### src/hdl/clas_pkg.sv
package clas_pkg;

  // line parser modes
  typedef enum logic [2:0] {
    M_START   = 3'd0,
    M_PNAME_Q = 3'd1,
    M_PNAME_U = 3'd2,
    M_BETWEEN = 3'd3,
    M_ARG     = 3'd4
  } mode_t;

  // result kinds
  typedef enum logic [1:0] {
    K_RUN     = 2'd0,
    K_ENDARG  = 2'd1,
    K_ENDLINE = 2'd2
  } kind_t;

  localparam logic [7:0] CH_NUL   = 8'h00;
  localparam logic [7:0] CH_QUOTE = 8'h22;
  localparam logic [7:0] CH_BSL   = 8'h5C;
  localparam logic [7:0] CH_SPACE = 8'h20;
  localparam logic [7:0] CH_TAB   = 8'h09;

  // most results one byte can cause
  localparam int unsigned MAX_RES = 3;

  typedef struct packed {
    kind_t       kind;
    logic [7:0]  data;
    logic [15:0] len;
    logic        pn;
    logic [15:0] cnt;
  } res_t;

  // parser flags carried between bytes
  typedef struct packed {
    mode_t mode;
    logic  inq;
    logic  qp;
  } pstate_t;

endpackage

### src/hdl/clas_if.sv
interface clas_in_if;
  logic       valid;
  logic       ready;
  logic [7:0] text_byte;

  modport source (output valid, output text_byte, input ready);
  modport sink (input valid, input text_byte, output ready);
endinterface

interface clas_out_if;
  logic                valid;
  logic                ready;
  clas_pkg::kind_t     item_kind;
  logic [7:0]          out_byte;
  logic [15:0]         run_length;
  logic                is_program_name;
  logic [15:0]         argument_count;
  logic                last_of_run;

  modport source (output valid, output item_kind, output out_byte, output run_length,
                  output is_program_name, output argument_count, output last_of_run,
                  input ready);
  modport sink (input valid, input item_kind, input out_byte, input run_length,
                input is_program_name, input argument_count, input last_of_run,
                output ready);
endinterface

### src/hdl/command_line_argument_splitter.sv
// a byte goes to the input register, then its results to the result buffer
// throughput: one byte per cycle while each byte yields at most one result and
//   out_if.ready is high; a byte with k results holds the result buffer until
//   all k are taken (k is at most 3), one result per cycle while ready is high
// reset: synchronous active-low; parser returns to start of line, buffers empty
module command_line_argument_splitter #(
  parameter int unsigned COUNT_WIDTH = 16
) (
  input logic       clk,
  input logic       rst_n,
  clas_in_if.sink   in_if,
  clas_out_if.source out_if
);
  import clas_pkg::*;

  // input register
  logic                   in_v_r;
  logic [7:0]             in_byte_r;

  // parser state
  pstate_t                st_r;
  logic [COUNT_WIDTH-1:0] bs_r;
  logic [COUNT_WIDTH-1:0] args_r;

  // result buffer, head at entry 0
  res_t                   res_r [MAX_RES];
  logic [1:0]             cnt_r;

  pstate_t                st_nxt;
  logic [COUNT_WIDTH-1:0] bs_nxt;
  logic [COUNT_WIDTH-1:0] args_nxt;
  res_t                   step_res [MAX_RES];
  logic [1:0]             step_n;

  logic                   pop;
  logic                   buf_free;
  logic                   load;
  logic                   in_take;

  clas_step #(.COUNT_WIDTH(COUNT_WIDTH)) u_step (
    .byte_i (in_byte_r),
    .st_i   (st_r),
    .bs_i   (bs_r),
    .args_i (args_r),
    .st_o   (st_nxt),
    .bs_o   (bs_nxt),
    .args_o (args_nxt),
    .res_o  (step_res),
    .n_o    (step_n)
  );

  // handshake
  assign pop      = out_if.valid && out_if.ready;
  assign buf_free = (cnt_r == 2'd0) || ((cnt_r == 2'd1) && out_if.ready);
  assign load     = in_v_r && buf_free;
  assign in_if.ready = !in_v_r || buf_free;
  assign in_take  = in_if.valid && in_if.ready;

  // input stage
  always_ff @(posedge clk) begin
    if (!rst_n) begin
      in_v_r <= 1'b0;
    end else if (in_take) begin
      in_v_r <= 1'b1;
    end else if (load) begin
      in_v_r <= 1'b0;
    end
  end

  always_ff @(posedge clk) begin
    if (in_take) begin
      in_byte_r <= in_if.text_byte;
    end
  end

  // parser state advances as a byte moves into the result buffer
  always_ff @(posedge clk) begin
    if (!rst_n) begin
      st_r.mode <= M_START;
      st_r.inq  <= 1'b0;
      st_r.qp   <= 1'b0;
      bs_r      <= '0;
      args_r    <= '0;
    end else if (load) begin
      st_r   <= st_nxt;
      bs_r   <= bs_nxt;
      args_r <= args_nxt;
    end
  end

  // result buffer count
  always_ff @(posedge clk) begin
    if (!rst_n) begin
      cnt_r <= 2'd0;
    end else if (load) begin
      cnt_r <= step_n;
    end else if (pop) begin
      cnt_r <= cnt_r - 2'd1;
    end
  end

  // result buffer payload: load whole list or shift toward the head
  always_ff @(posedge clk) begin
    if (load) begin
      res_r <= step_res;
    end else if (pop) begin
      for (int i = 0; i < MAX_RES - 1; i++) begin
        res_r[i] <= res_r[i + 1];
      end
    end
  end

  // output transaction
  assign out_if.valid           = (cnt_r != 2'd0);
  assign out_if.item_kind       = res_r[0].kind;
  assign out_if.out_byte        = res_r[0].data;
  assign out_if.run_length      = res_r[0].len;
  assign out_if.is_program_name = res_r[0].pn;
  assign out_if.argument_count  = res_r[0].cnt;
  assign out_if.last_of_run     = (cnt_r == 2'd1);

  // end of line is always the final result of its byte
  a_endline_last: assert property (@(posedge clk) disable iff (!rst_n)
    out_if.valid && (out_if.item_kind == K_ENDLINE) |-> out_if.last_of_run)
    else $error("end of line not last result");

  // a byte run never has zero length
  a_run_len: assert property (@(posedge clk) disable iff (!rst_n)
    out_if.valid && (out_if.item_kind == K_RUN) |-> (out_if.run_length != 16'd0))
    else $error("empty byte run");

  // a zero byte leaves the parser at start of line
  a_nul_rearm: assert property (@(posedge clk) disable iff (!rst_n)
    load && (in_byte_r == CH_NUL) |=> (st_r.mode == M_START) && (args_r == '0))
    else $error("parser not rearmed after end of line");

  // the buffer only refills once it has drained
  a_no_overrun: assert property (@(posedge clk) disable iff (!rst_n)
    load |-> (cnt_r == 2'd0) || ((cnt_r == 2'd1) && pop))
    else $error("result buffer overrun");

endmodule

### src/hdl/clas_step.sv
module clas_step #(
  parameter int unsigned COUNT_WIDTH = 16
) (
  input  logic [7:0]             byte_i,
  input  clas_pkg::pstate_t      st_i,
  input  logic [COUNT_WIDTH-1:0] bs_i,
  input  logic [COUNT_WIDTH-1:0] args_i,
  output clas_pkg::pstate_t      st_o,
  output logic [COUNT_WIDTH-1:0] bs_o,
  output logic [COUNT_WIDTH-1:0] args_o,
  output clas_pkg::res_t         res_o [clas_pkg::MAX_RES],
  output logic [1:0]             n_o
);
  import clas_pkg::*;

  localparam logic [COUNT_WIDTH-1:0] CNT_MAX = {COUNT_WIDTH{1'b1}};

  // counts wider than the output field saturate
  function automatic logic [15:0] clamp16(input logic [COUNT_WIDTH-1:0] v);
    logic [31:0] e;
    e = 32'(v);
    return (e[31:16] != 16'd0) ? 16'hFFFF : e[15:0];
  endfunction

  function automatic res_t mk(input kind_t k, input logic [7:0] d, input logic [15:0] l,
                              input logic p, input logic [15:0] c);
    res_t r;
    r.kind = k;
    r.data = d;
    r.len  = l;
    r.pn   = p;
    r.cnt  = c;
    return r;
  endfunction

  logic [7:0]             c;
  logic                   blank;
  logic                   do_arg;
  logic                   end_ln;
  pstate_t                st;
  logic [COUNT_WIDTH-1:0] bs;
  logic [COUNT_WIDTH-1:0] args;
  logic [COUNT_WIDTH-1:0] half;
  res_t                   res [MAX_RES];
  logic [1:0]             n;

  always_comb begin
    c      = byte_i;
    blank  = (c == CH_SPACE) || (c == CH_TAB);
    st     = st_i;
    bs     = bs_i;
    args   = args_i;
    half   = bs_i >> 1;
    do_arg = 1'b0;
    end_ln = 1'b0;
    n      = 2'd0;
    for (int i = 0; i < MAX_RES; i++) begin
      res[i] = '0;
    end

    // mode specific handling
    case (st_i.mode)
      M_START: begin
        args = COUNT_WIDTH'(1);
        if (c == CH_QUOTE) begin
          st.mode = M_PNAME_Q;
        end else if (c == CH_NUL) begin
          res[n] = mk(K_ENDARG, 8'd0, 16'd0, 1'b1, 16'd0); n = n + 2'd1;
          end_ln = 1'b1;
        end else if (blank) begin
          res[n] = mk(K_ENDARG, 8'd0, 16'd0, 1'b1, 16'd0); n = n + 2'd1;
          st.mode = M_BETWEEN;
        end else begin
          res[n] = mk(K_RUN, c, 16'd1, 1'b1, 16'd0); n = n + 2'd1;
          st.mode = M_PNAME_U;
        end
      end
      M_PNAME_Q: begin
        if (c == CH_NUL) begin
          res[n] = mk(K_ENDARG, 8'd0, 16'd0, 1'b1, 16'd0); n = n + 2'd1;
          end_ln = 1'b1;
        end else if (c == CH_QUOTE) begin
          res[n] = mk(K_ENDARG, 8'd0, 16'd0, 1'b1, 16'd0); n = n + 2'd1;
          st.mode = M_BETWEEN;
        end else begin
          res[n] = mk(K_RUN, c, 16'd1, 1'b1, 16'd0); n = n + 2'd1;
        end
      end
      M_PNAME_U: begin
        if (c == CH_NUL) begin
          res[n] = mk(K_ENDARG, 8'd0, 16'd0, 1'b1, 16'd0); n = n + 2'd1;
          end_ln = 1'b1;
        end else if (blank) begin
          res[n] = mk(K_ENDARG, 8'd0, 16'd0, 1'b1, 16'd0); n = n + 2'd1;
          st.mode = M_BETWEEN;
        end else begin
          res[n] = mk(K_RUN, c, 16'd1, 1'b1, 16'd0); n = n + 2'd1;
        end
      end
      M_BETWEEN: begin
        if (c == CH_NUL) begin
          end_ln = 1'b1;
        end else if (!blank) begin
          if (args != CNT_MAX) begin
            args = args + COUNT_WIDTH'(1);
          end
          st.mode = M_ARG;
          st.inq  = 1'b0;
          st.qp   = 1'b0;
          bs      = '0;
          do_arg  = 1'b1;
        end
      end
      M_ARG: begin
        if (bs_i != '0) begin
          // held backslashes resolve on the first other byte
          if (c == CH_BSL) begin
            if (bs_i != CNT_MAX) begin
              bs = bs_i + COUNT_WIDTH'(1);
            end
          end else begin
            bs = '0;
            if (c == CH_QUOTE) begin
              if (half != '0) begin
                res[n] = mk(K_RUN, CH_BSL, clamp16(half), 1'b0, 16'd0); n = n + 2'd1;
              end
              if (bs_i[0]) begin
                res[n] = mk(K_RUN, CH_QUOTE, 16'd1, 1'b0, 16'd0); n = n + 2'd1;
              end else begin
                do_arg = 1'b1;
              end
            end else begin
              res[n] = mk(K_RUN, CH_BSL, clamp16(bs_i), 1'b0, 16'd0); n = n + 2'd1;
              do_arg = 1'b1;
            end
          end
        end else if (st_i.qp) begin
          // doubled quote inside quotes is a literal quote
          st.qp = 1'b0;
          if (c == CH_QUOTE) begin
            res[n] = mk(K_RUN, CH_QUOTE, 16'd1, 1'b0, 16'd0); n = n + 2'd1;
          end else begin
            st.inq = 1'b0;
            do_arg = 1'b1;
          end
        end else begin
          do_arg = 1'b1;
        end
      end
      default: begin
        st.mode = M_START;
        st.inq  = 1'b0;
        st.qp   = 1'b0;
        bs      = '0;
        args    = '0;
      end
    endcase

    // plain byte inside an argument
    if (do_arg) begin
      if (c == CH_NUL) begin
        res[n] = mk(K_ENDARG, 8'd0, 16'd0, 1'b0, 16'd0); n = n + 2'd1;
        end_ln = 1'b1;
      end else if (!st.inq && blank) begin
        res[n] = mk(K_ENDARG, 8'd0, 16'd0, 1'b0, 16'd0); n = n + 2'd1;
        st.mode = M_BETWEEN;
      end else if (c == CH_QUOTE) begin
        if (st.inq) begin
          st.qp = 1'b1;
        end else begin
          st.inq = 1'b1;
        end
      end else if (c == CH_BSL) begin
        bs = COUNT_WIDTH'(1);
      end else begin
        res[n] = mk(K_RUN, c, 16'd1, 1'b0, 16'd0); n = n + 2'd1;
      end
    end

    // end of line: report count and rearm for the next line
    if (end_ln) begin
      res[n] = mk(K_ENDLINE, 8'd0, 16'd0, 1'b0, clamp16(args)); n = n + 2'd1;
      st.mode = M_START;
      st.inq  = 1'b0;
      st.qp   = 1'b0;
      bs      = '0;
      args    = '0;
    end

    st_o   = st;
    bs_o   = bs;
    args_o = args;
    res_o  = res;
    n_o    = n;
  end

endmodule

### src/flat_wrapper.sv
// flat-port wrapper written by rule: the top's interface ports become plain ports
module command_line_argument_splitter_flat import clas_pkg::*;
#(
  parameter int unsigned COUNT_WIDTH = 16
)
  (clk, rst_n, in_if_valid, in_if_text_byte, in_if_ready, out_if_valid, out_if_item_kind, out_if_out_byte, out_if_run_length, out_if_is_program_name, out_if_argument_count, out_if_last_of_run, out_if_ready);
  clas_in_if in_if_i ();
  clas_out_if out_if_i ();
  input logic clk;
  input logic rst_n;
  input wire logic [$bits(in_if_i.valid)-1:0] in_if_valid;
  input wire logic [$bits(in_if_i.text_byte)-1:0] in_if_text_byte;
  output wire logic [$bits(in_if_i.ready)-1:0] in_if_ready;
  output wire logic [$bits(out_if_i.valid)-1:0] out_if_valid;
  output wire logic [$bits(out_if_i.item_kind)-1:0] out_if_item_kind;
  output wire logic [$bits(out_if_i.out_byte)-1:0] out_if_out_byte;
  output wire logic [$bits(out_if_i.run_length)-1:0] out_if_run_length;
  output wire logic [$bits(out_if_i.is_program_name)-1:0] out_if_is_program_name;
  output wire logic [$bits(out_if_i.argument_count)-1:0] out_if_argument_count;
  output wire logic [$bits(out_if_i.last_of_run)-1:0] out_if_last_of_run;
  input wire logic [$bits(out_if_i.ready)-1:0] out_if_ready;
  assign in_if_i.valid = in_if_valid;
  assign in_if_i.text_byte = in_if_text_byte;
  assign in_if_ready = in_if_i.ready;
  assign out_if_valid = out_if_i.valid;
  assign out_if_item_kind = out_if_i.item_kind;
  assign out_if_out_byte = out_if_i.out_byte;
  assign out_if_run_length = out_if_i.run_length;
  assign out_if_is_program_name = out_if_i.is_program_name;
  assign out_if_argument_count = out_if_i.argument_count;
  assign out_if_last_of_run = out_if_i.last_of_run;
  assign out_if_i.ready = out_if_ready;
  command_line_argument_splitter #(.COUNT_WIDTH(COUNT_WIDTH)) u_core (.clk(clk), .rst_n(rst_n), .in_if(in_if_i), .out_if(out_if_i));
endmodule
### config.mk
export PLATFORM = sky130hd
export DESIGN_NAME = command_line_argument_splitter_flat
export DESIGN_NICKNAME = d
export VERILOG_FILES = /design/src/hdl/clas_pkg.sv /design/src/hdl/clas_if.sv /design/src/hdl/command_line_argument_splitter.sv /design/src/hdl/clas_step.sv /design/src/flat_wrapper.sv
export SDC_FILE = /design/constraint.sdc
export NUM_CORES = 1
export LEC_CHECK = 0
export ABC_AREA = 0
export BUFFER_PORTS_ARGS = -buffer_cell sky130_fd_sc_hd__buf_2
export CAP_MARGIN = 20
export CORE_ASPECT_RATIO = 1.75
export CORE_MARGIN = 10
export CORE_UTILIZATION = 32
export DETAILED_ROUTE_END_ITERATION = 12
export GPL_ROUTABILITY_DRIVEN = 0
export GPL_TIMING_DRIVEN = 0
export HOLD_SLACK_MARGIN = 0.15
export SETUP_SLACK_MARGIN = 0.1
export SKIP_CTS_REPAIR_TIMING = 1
export SLEW_MARGIN = 15
export SYNTH_ARGS = -nofsm -noshare
export SYNTH_HDL_FRONTEND = slang
export SYNTH_SLANG_ARGS = --single-unit
### constraint.sdc
create_clock -name clk -period 10.39 [get_ports clk]
set_input_delay 0 -clock clk [delete_from_list [all_inputs] [get_ports clk]]
set_output_delay 0 -clock clk [all_outputs]
set_load 0.1 [all_outputs]
==> results of run 1 <==
## layer usage
metal	vias up	part of all wire
met2	214	0.55
met1	3348	0.36
met4	0	0.049
met3	76	0.042
met5	-	0
li1	3354	-
## report_power, final
group / internal (mW) / total [mW] / switching (mW)
combinational: 0.161 / 0.720 / 0.559
clock: 0.379 / 0.635 / 0.256
sequential: 0.754 / 0.785 / 0.0306
## layout by cell type, fill, tap and decap left out, types with 13 or more instances in the layout
cell       count
a21boi_0      13
a21oi_1       51
a22o_1        14
a31oi_1       13
and2_1        26
and3_1        14
buf_2         69
buf_4         45
clkbuf_1      44
clkbuf_16     17
dfxtp_1       40
edfxtp_1     105
ha_1          15
inv_1         18
nand2_1      122
nand3_1       29
nand4_1       14
nor2_1        47
nor3_1        17
o21ai_0       65
## stage by stage
| step | worst slack (ns) | std cells | cell area, um^2 | total power [mW] |
|---|---|---|---|---|
| after floorplan | 6.49 | 867 | 8310 | 1.38 |
| after global placement | 5.56 | 1244 | 8990 | 1.51 |
| after detailed placement | 5.49 | 1246 | 9040 | 1.52 |
| after CTS | 5.41 | 1278 | 9650 | 2.16 |
| after global routing | 5.17 | 1289 | 9760 | 2.22 |
| final | 5.39 | 1289 | 9760 | 2.14 |
## area by class of cell
cell class              instances  area (um^2)
clock inverters                15          183
clock buffers                  17          425
plain buffers                 107          611
fillers                      2609        16000
flip-flops and latches        145         3950
repair buffers                 70          435
multi-input cells             597         3680
inverters                      18         67.6
well taps                     320          400
## path summary, 6_finish.rpt
check	cells past startpoint	slack (ns)	end	from
max	14	5.39	u_core.out_if.out_byte[3]	u_core.in_byte_r[2]
min	2	0.28	u_core.in_byte_r[3]	in_if_text_byte[3]
max reg2reg	14	5.39	u_core.out_if.out_byte[3]	u_core.in_byte_r[2]
min reg2reg	2	0.49	u_core.st_r[1]	u_core.st_r[1]
## worst register-to-register path: stages (launching register included)
cell	delay, ns
edfxtp_1	0.52
nor4b_1	0.59
and2_1	0.21
clkbuf_1	0.27
clkbuf_1	0.42
nand3_1	0.31
ha_1	0.37
nand3_1	0.06
a21oi_1	0.37
inv_1	0.13
ha_1	0.30
a2111o_1	0.43
a31o_2	0.28
a21oi_1	0.40
a221o_1	0.21
## flip-flops by register name, indices dropped and copies added, names as in the netlist
name,cells
u_core.st_r,5
u_core.out_if.item_kind,2
u_core.in_byte_r,8
u_core.out_if.is_program_name,1
u_core.out_if.run_length,16
u_core.in_v_r,1
u_core.cnt_r,2
u_core.bs_r,16
u_core.args_r,16
u_core.out_if.argument_count,16
u_core.out_if.out_byte,8
u_core.res_r,54
## cell families after synthesis
family                     count (synthesis)  synth area share
AOI/OAI and AO/OA                        251             0.211
xor gates and xnor gates                   1           0.00105
adders and majority gates                 15            0.0226
buffers and inverters                    125            0.0815
DFF                                      145             0.476
muxes                                      4           0.00527
and+or+nand+nor                          326             0.203
==> out/summary.txt, run 1 <==
Post-Route Utilization -> 0.379
Worst-path clk slew -> 0.06 ns
Unrepaired setup endpoints after global routing -> false
Standard-cell rows -> 78
Root Driver -> clkbuf_16
Worst Setup End Kind -> register
Initial antenna violation count -> 0
Hold WC Path Type -> in -> reg
Met3 Use GR -> 0.0293
Core ar. -> 0.0258 mm^2
Clock skew -> 0.0110 ns
GRT busiest layer -> met2
Synth Cell Area -> 0.00831 mm^2
Critical Path Source Type -> register
Area Overhead vs Synth -> 17.4%
I/O Buffers -> 57
Slew Limit Fails -> 0
Die area -> 0.0331 mm^2
Netlist cell types -> 85
CP max stage delay -> 0.59 ns
Ant. Diodes -> 0
TritonCTS clock tree -> built
Worst hold slack -> 0.280 ns
Routing usage on met2 -> 0.268
Setup tns final -> 0 ns
Htree depth -> 4
PD cells -> 219 mW/mm^2
Number of global-route vias before repair -> 6843
Overall Global Routing Usage -> 0.144
Yosys reg bits -> 145
Routed WL per cell -> 18.8 um
Crit-path leading delay family -> compound AO/OA/AOI/OAI gates
Layout cells sized above 1 -> 0.189
Vias -> 6992
Met1 Track Usage GR -> 0.139
Max cap viols -> 0
Starting Density -> 0.322
CP Data Arrival Time -> 5.30 ns
Top-count cell post-synth -> nand2_1
DRT Pass-1 Iters -> 6
Layout Nets -> 983
Clock Latency Late Sink -> 0.45 ns
Max-slew headroom -> 0.327
Leading area contributor after synthesis -> edfxtp_1
Critical path, cell by cell -> nor4b_1, and2_1, clkbuf_1, clkbuf_1, nand3_1, ha_1, nand3_1, a21oi_1, inv_1, ha_1, a2111o_1, a31o_2, a21oi_1, a221o_1
CTS buffer count -> 17
Die height -> 233 um
Post-DP HPWL -> 17700 um
Vias per inst -> 5.42
Initial drt markers -> 533
DRC -> 0
CP Max Fanout -> 10
Critical path's slowest cell -> nor4b_1
Final Cycle Share -> 0.481
Outcome -> finished clean
Cells after Synth -> 867
Commonest cells post-synth -> nand2_1, edfxtp_1, o21ai_0, a21oi_1, nor2_1
Worst-Margin Slew -> 1.00 ns
Buf+Inv Stages, Crit Path -> 3
Grt ovf -> 0
EDFF count, synth -> 105
Global-route wire length before repair -> 37300 um
Net Count, Synth -> 894
Worst setup path class -> reg -> reg
Sequential area share after synthesis -> 0.476
Fmax -> 200 MHz
CTS Sinks -> 145
Die Span X -> 142 um
Clock Tree Buf Depth -> 2
Main area contributors after synthesis -> edfxtp_1, dfxtp_1, nand2_1
Top cell type's share of synthesized area -> 0.380
Asr flop ratio synth -> 0
Final WL -> 24200 um
Mean post-synth cell area -> 9.58 um^2
Largest net degree at the start of global routing -> 39
Leak Pwr -> 3.51 nW
# IOs -> 58
VDD IR max -> 0.130 mV
Fin. Hold Viols -> 0
# setup viols final -> 0
Yosys warns -> 0
Routed Antenna Nets -> 0
Critical Path RT -> 10.69 ns
Fin crit period -> 5.00 ns
Post-synth top flop -> edfxtp_1
Power figures use the tool's default switching activity.
==> run 2, diff against run 1 <==
==> constraint.sdc (replaced) <==
create_clock -name clk -period 4.1 [get_ports clk]
set_input_delay 0 -clock clk [delete_from_list [all_inputs] [get_ports clk]]
set_output_delay 0 -clock clk [all_outputs]
set_load 0.1 [all_outputs]
==> run 2 against run 1 <==
Compared with the run above:
- clock power grew to 2.5 times the previous value
- die area stayed put
- sequential share of layout area is 1.3 points lower
- largest power group unchanged
- clock skew hardly changed
- register-to-register slack worse by 5.2 ns
- critical path type unchanged
==> out/summary.txt, run 2 (synthesized netlist as in run 1, its figures left out) <==
Critical path's slowest cell -> a2111o_1 (was nor4b_1)
Most frequent cells in the layout -> nand2_1, edfxtp_1, buf_2 (unchanged)
Metal-1 WL -> 8930 um (was 8800 um)
DRC -> 0 (unchanged)
I/O Buffers -> 57 (unchanged)
Fin. Hold Viols -> 0 (unchanged)
Clock Latency Late Sink -> 0.45 ns (about the same)
Largest net degree at the start of global routing -> 39 (unchanged)
Outcome -> finished clean (unchanged)
Clock skew -> 0.0107 ns (was 0.0110 ns)
Worst-Margin Slew -> 0.953 ns (was 1.00 ns)
Area Overhead vs Synth -> 21.7% (was 17.4%)
Core ar. -> 0.0258 mm^2 (unchanged)
Critical Path RT -> 4.40 ns (was 10.69 ns)
Clock Tree Buf Depth -> 2 (unchanged)
Fmax -> 253 MHz (was 200 MHz)
# setup viols final -> 0 (unchanged)
Initial drt markers -> 545 (was 533)
Layout cells sized above 1 -> 0.236 (was 0.189)
Worst setup path class -> reg -> reg (unchanged)
Vias -> 7116 (was 6992)
CTS buffer count -> 17 (unchanged)
Critical path, cell by cell -> buf_6, nor4_4, and2_4, nand3_4, nor2_4, inv_2, ha_4, nor3_2, o31a_1, ha_1, nand3_2, a21oi_4, inv_2, ha_4, a2111o_1, a31o_4, a21oi_4, a221o_1 (was nor4b_1, and2_1, clkbuf_1, clkbuf_1, nand3_1, ha_1, nand3_1, a21oi_1, inv_1, ha_1, a2111o_1, a31o_2, a21oi_1, a221o_1)
Leak Pwr -> 3.67 nW (was 3.51 nW)
Unrepaired setup endpoints after global routing -> true (was false)
# IOs -> 58 (unchanged)
Ant. Diodes -> 0 (unchanged)
Final WL -> 24600 um (was 24200 um)
CP Data Arrival Time -> 4.26 ns (was 5.30 ns)
Critical Path Source Type -> register (unchanged)
DRT Pass-1 Iters -> 5 (was 6)
Standard-cell rows -> 78 (unchanged)
Worst Setup End Kind -> register (unchanged)
Starting Density -> 0.322 (unchanged)
Reg2Reg Setup Slack -> 0.14 ns (was 5.39 ns)
Max cap viols -> 0 (unchanged)
Pre-CTS setup slack -> -0.799 ns (was 5.49 ns)
VDD IR max -> 0.331 mV (was 0.130 mV)
Vias per inst -> 5.45 (was 5.42)
Overall Global Routing Usage -> 0.144 (unchanged)
Grt ovf -> 0 (unchanged)
Global-route wire length before repair -> 37300 um (unchanged)
Hold Startpoint -> in_if_text_byte[3] (unchanged)
Hold WC Path Type -> in -> reg (unchanged)
Setup tns final -> 0 ns (unchanged)
Die height -> 233 um (unchanged)
Initial antenna violation count -> 0 (unchanged)
Htree depth -> 4 (unchanged)
Number of global-route vias before repair -> 6843 (unchanged)
Most common library cell in the layout ignoring fill and taps -> nand2_1 (unchanged)
Max-slew headroom -> 0.364 (was 0.327)
Max reg flops -> 54 (unchanged)
PD cells -> 537 mW/mm^2 (was 219 mW/mm^2)
Final Total Pwr -> 5.43 mW (was 2.14 mW)
Routed WL per cell -> 18.8 um (about the same)
Final Cycle Share -> 0.965 (was 0.481)
Fin crit period -> 3.96 ns (was 5.00 ns)
Metal3 WL -> 1010 um (about the same)
Length of routed met2 wiring -> 13400 um (was 13200 um)
Post-DP HPWL -> 17700 um (unchanged)
Root Driver -> clkbuf_16 (unchanged)
Fill count -> 2568 (was 2609)
Crit-path leading delay family -> compound AO/OA/AOI/OAI gates (unchanged)
Worst Hold End -> u_core.in_byte_r[3] (unchanged)
R2R Path Start -> u_core.bs_r[9] (was u_core.in_byte_r[2])
Slew Limit Fails -> 0 (unchanged)
Routed Antenna Nets -> 0 (unchanged)
Buf+Inv Stages, Crit Path -> 3 (unchanged)
Final worst slack -> 0.142 ns (was 5.39 ns)
CTS Sinks -> 145 (unchanged)
TritonCTS clock tree -> built (unchanged)
Die Span X -> 142 um (unchanged)
Finished Layout Cells -> 1305 (was 1289)
Worst-path clk slew -> 0.06 ns (about the same)
Worst Reg-to-Reg Cells -> 18 (was 14)
Placed cell count -> 1246 (unchanged)
Die area -> 0.0331 mm^2 (unchanged)
Reg with most FFs -> u_core.res_r (unchanged)
Layout Nets -> 999 (was 983)
CP startpoint -> u_core.bs_r[9] (was u_core.in_byte_r[2])
CP Max Fanout -> 6 (was 10)
Uppermost layer routed -> met4 (unchanged)
CP max stage delay -> 0.46 ns (was 0.59 ns)
Worst R2R End -> u_core.out_if.out_byte[3] (unchanged)
Hold depth -> 2 (unchanged)
-- run 2: changes by cell type in the layout (fill, tap and decap cells not counted), moves of 3 or more --
cell      change
a21oi_1       -4
buf_4        +21
buf_6         +3
clkbuf_1      -6
dfxtp_1       -5
dfxtp_2       +4
ha_1          -3
inv_1         -3
inv_2         +3
nor4b_4       +3
-- run 2: metal layers --
metal	track usage	vias up
li1	-	3392
met1	0.139	3444
met2	0.268	206
met3	0.0293	74
met4	0.0942	0
met5	0	-
-- run 2: how the worst max path moves through the flow --
stage	end	cells after the start
2_1_floorplan	u_core.out_if.out_byte[2]	16
3_3_place_gp	u_core.out_if.out_byte[3]	14
3_5_place_dp	u_core.out_if.out_byte[3]	14
4_1_cts	u_core.out_if.out_byte[3]	14
5_1_grt	u_core.out_if.out_byte[3]	18
6_report	u_core.out_if.out_byte[3]	18
-- run 2: power breakdown --
part / leakage (nW) / internal [mW] / switching (mW)
clock: 0.290 / 0.961 / 0.647
combinational: 2.04 / 0.411 / 1.42
sequential: 1.34 / 1.91 / 0.0812
-- run 2: area by class of cell --
cell class | count | area (um^2) | area share
Buffer | 103 | 623 | 0.0616
Clock buffer | 17 | 425 | 0.0421
Clock inverter | 15 | 183 | 0.0181
Inverter | 18 | 67.6 | 0.00668
Multi-Input combinational cell | 597 | 3860 | 0.382
Sequential cell | 145 | 3960 | 0.392
Tap cell | 320 | 400 | 0.0396
Timing Repair Buffer | 90 | 586 | 0.0579
-- run 2: stage by stage --
step | cell area, um^2 | hold slack [ns] | util
2_1_floorplan | 8310 | 0.0989 | -
3_3_place_gp | 8990 | 0.179 | 0.349
3_5_place_dp | 9040 | 0.178 | 0.351
4_1_cts | 9650 | -0.288 | 0.374
5_1_grt | 10100 | 0.287 | 0.392
6_report | 10100 | 0.280 | 0.392
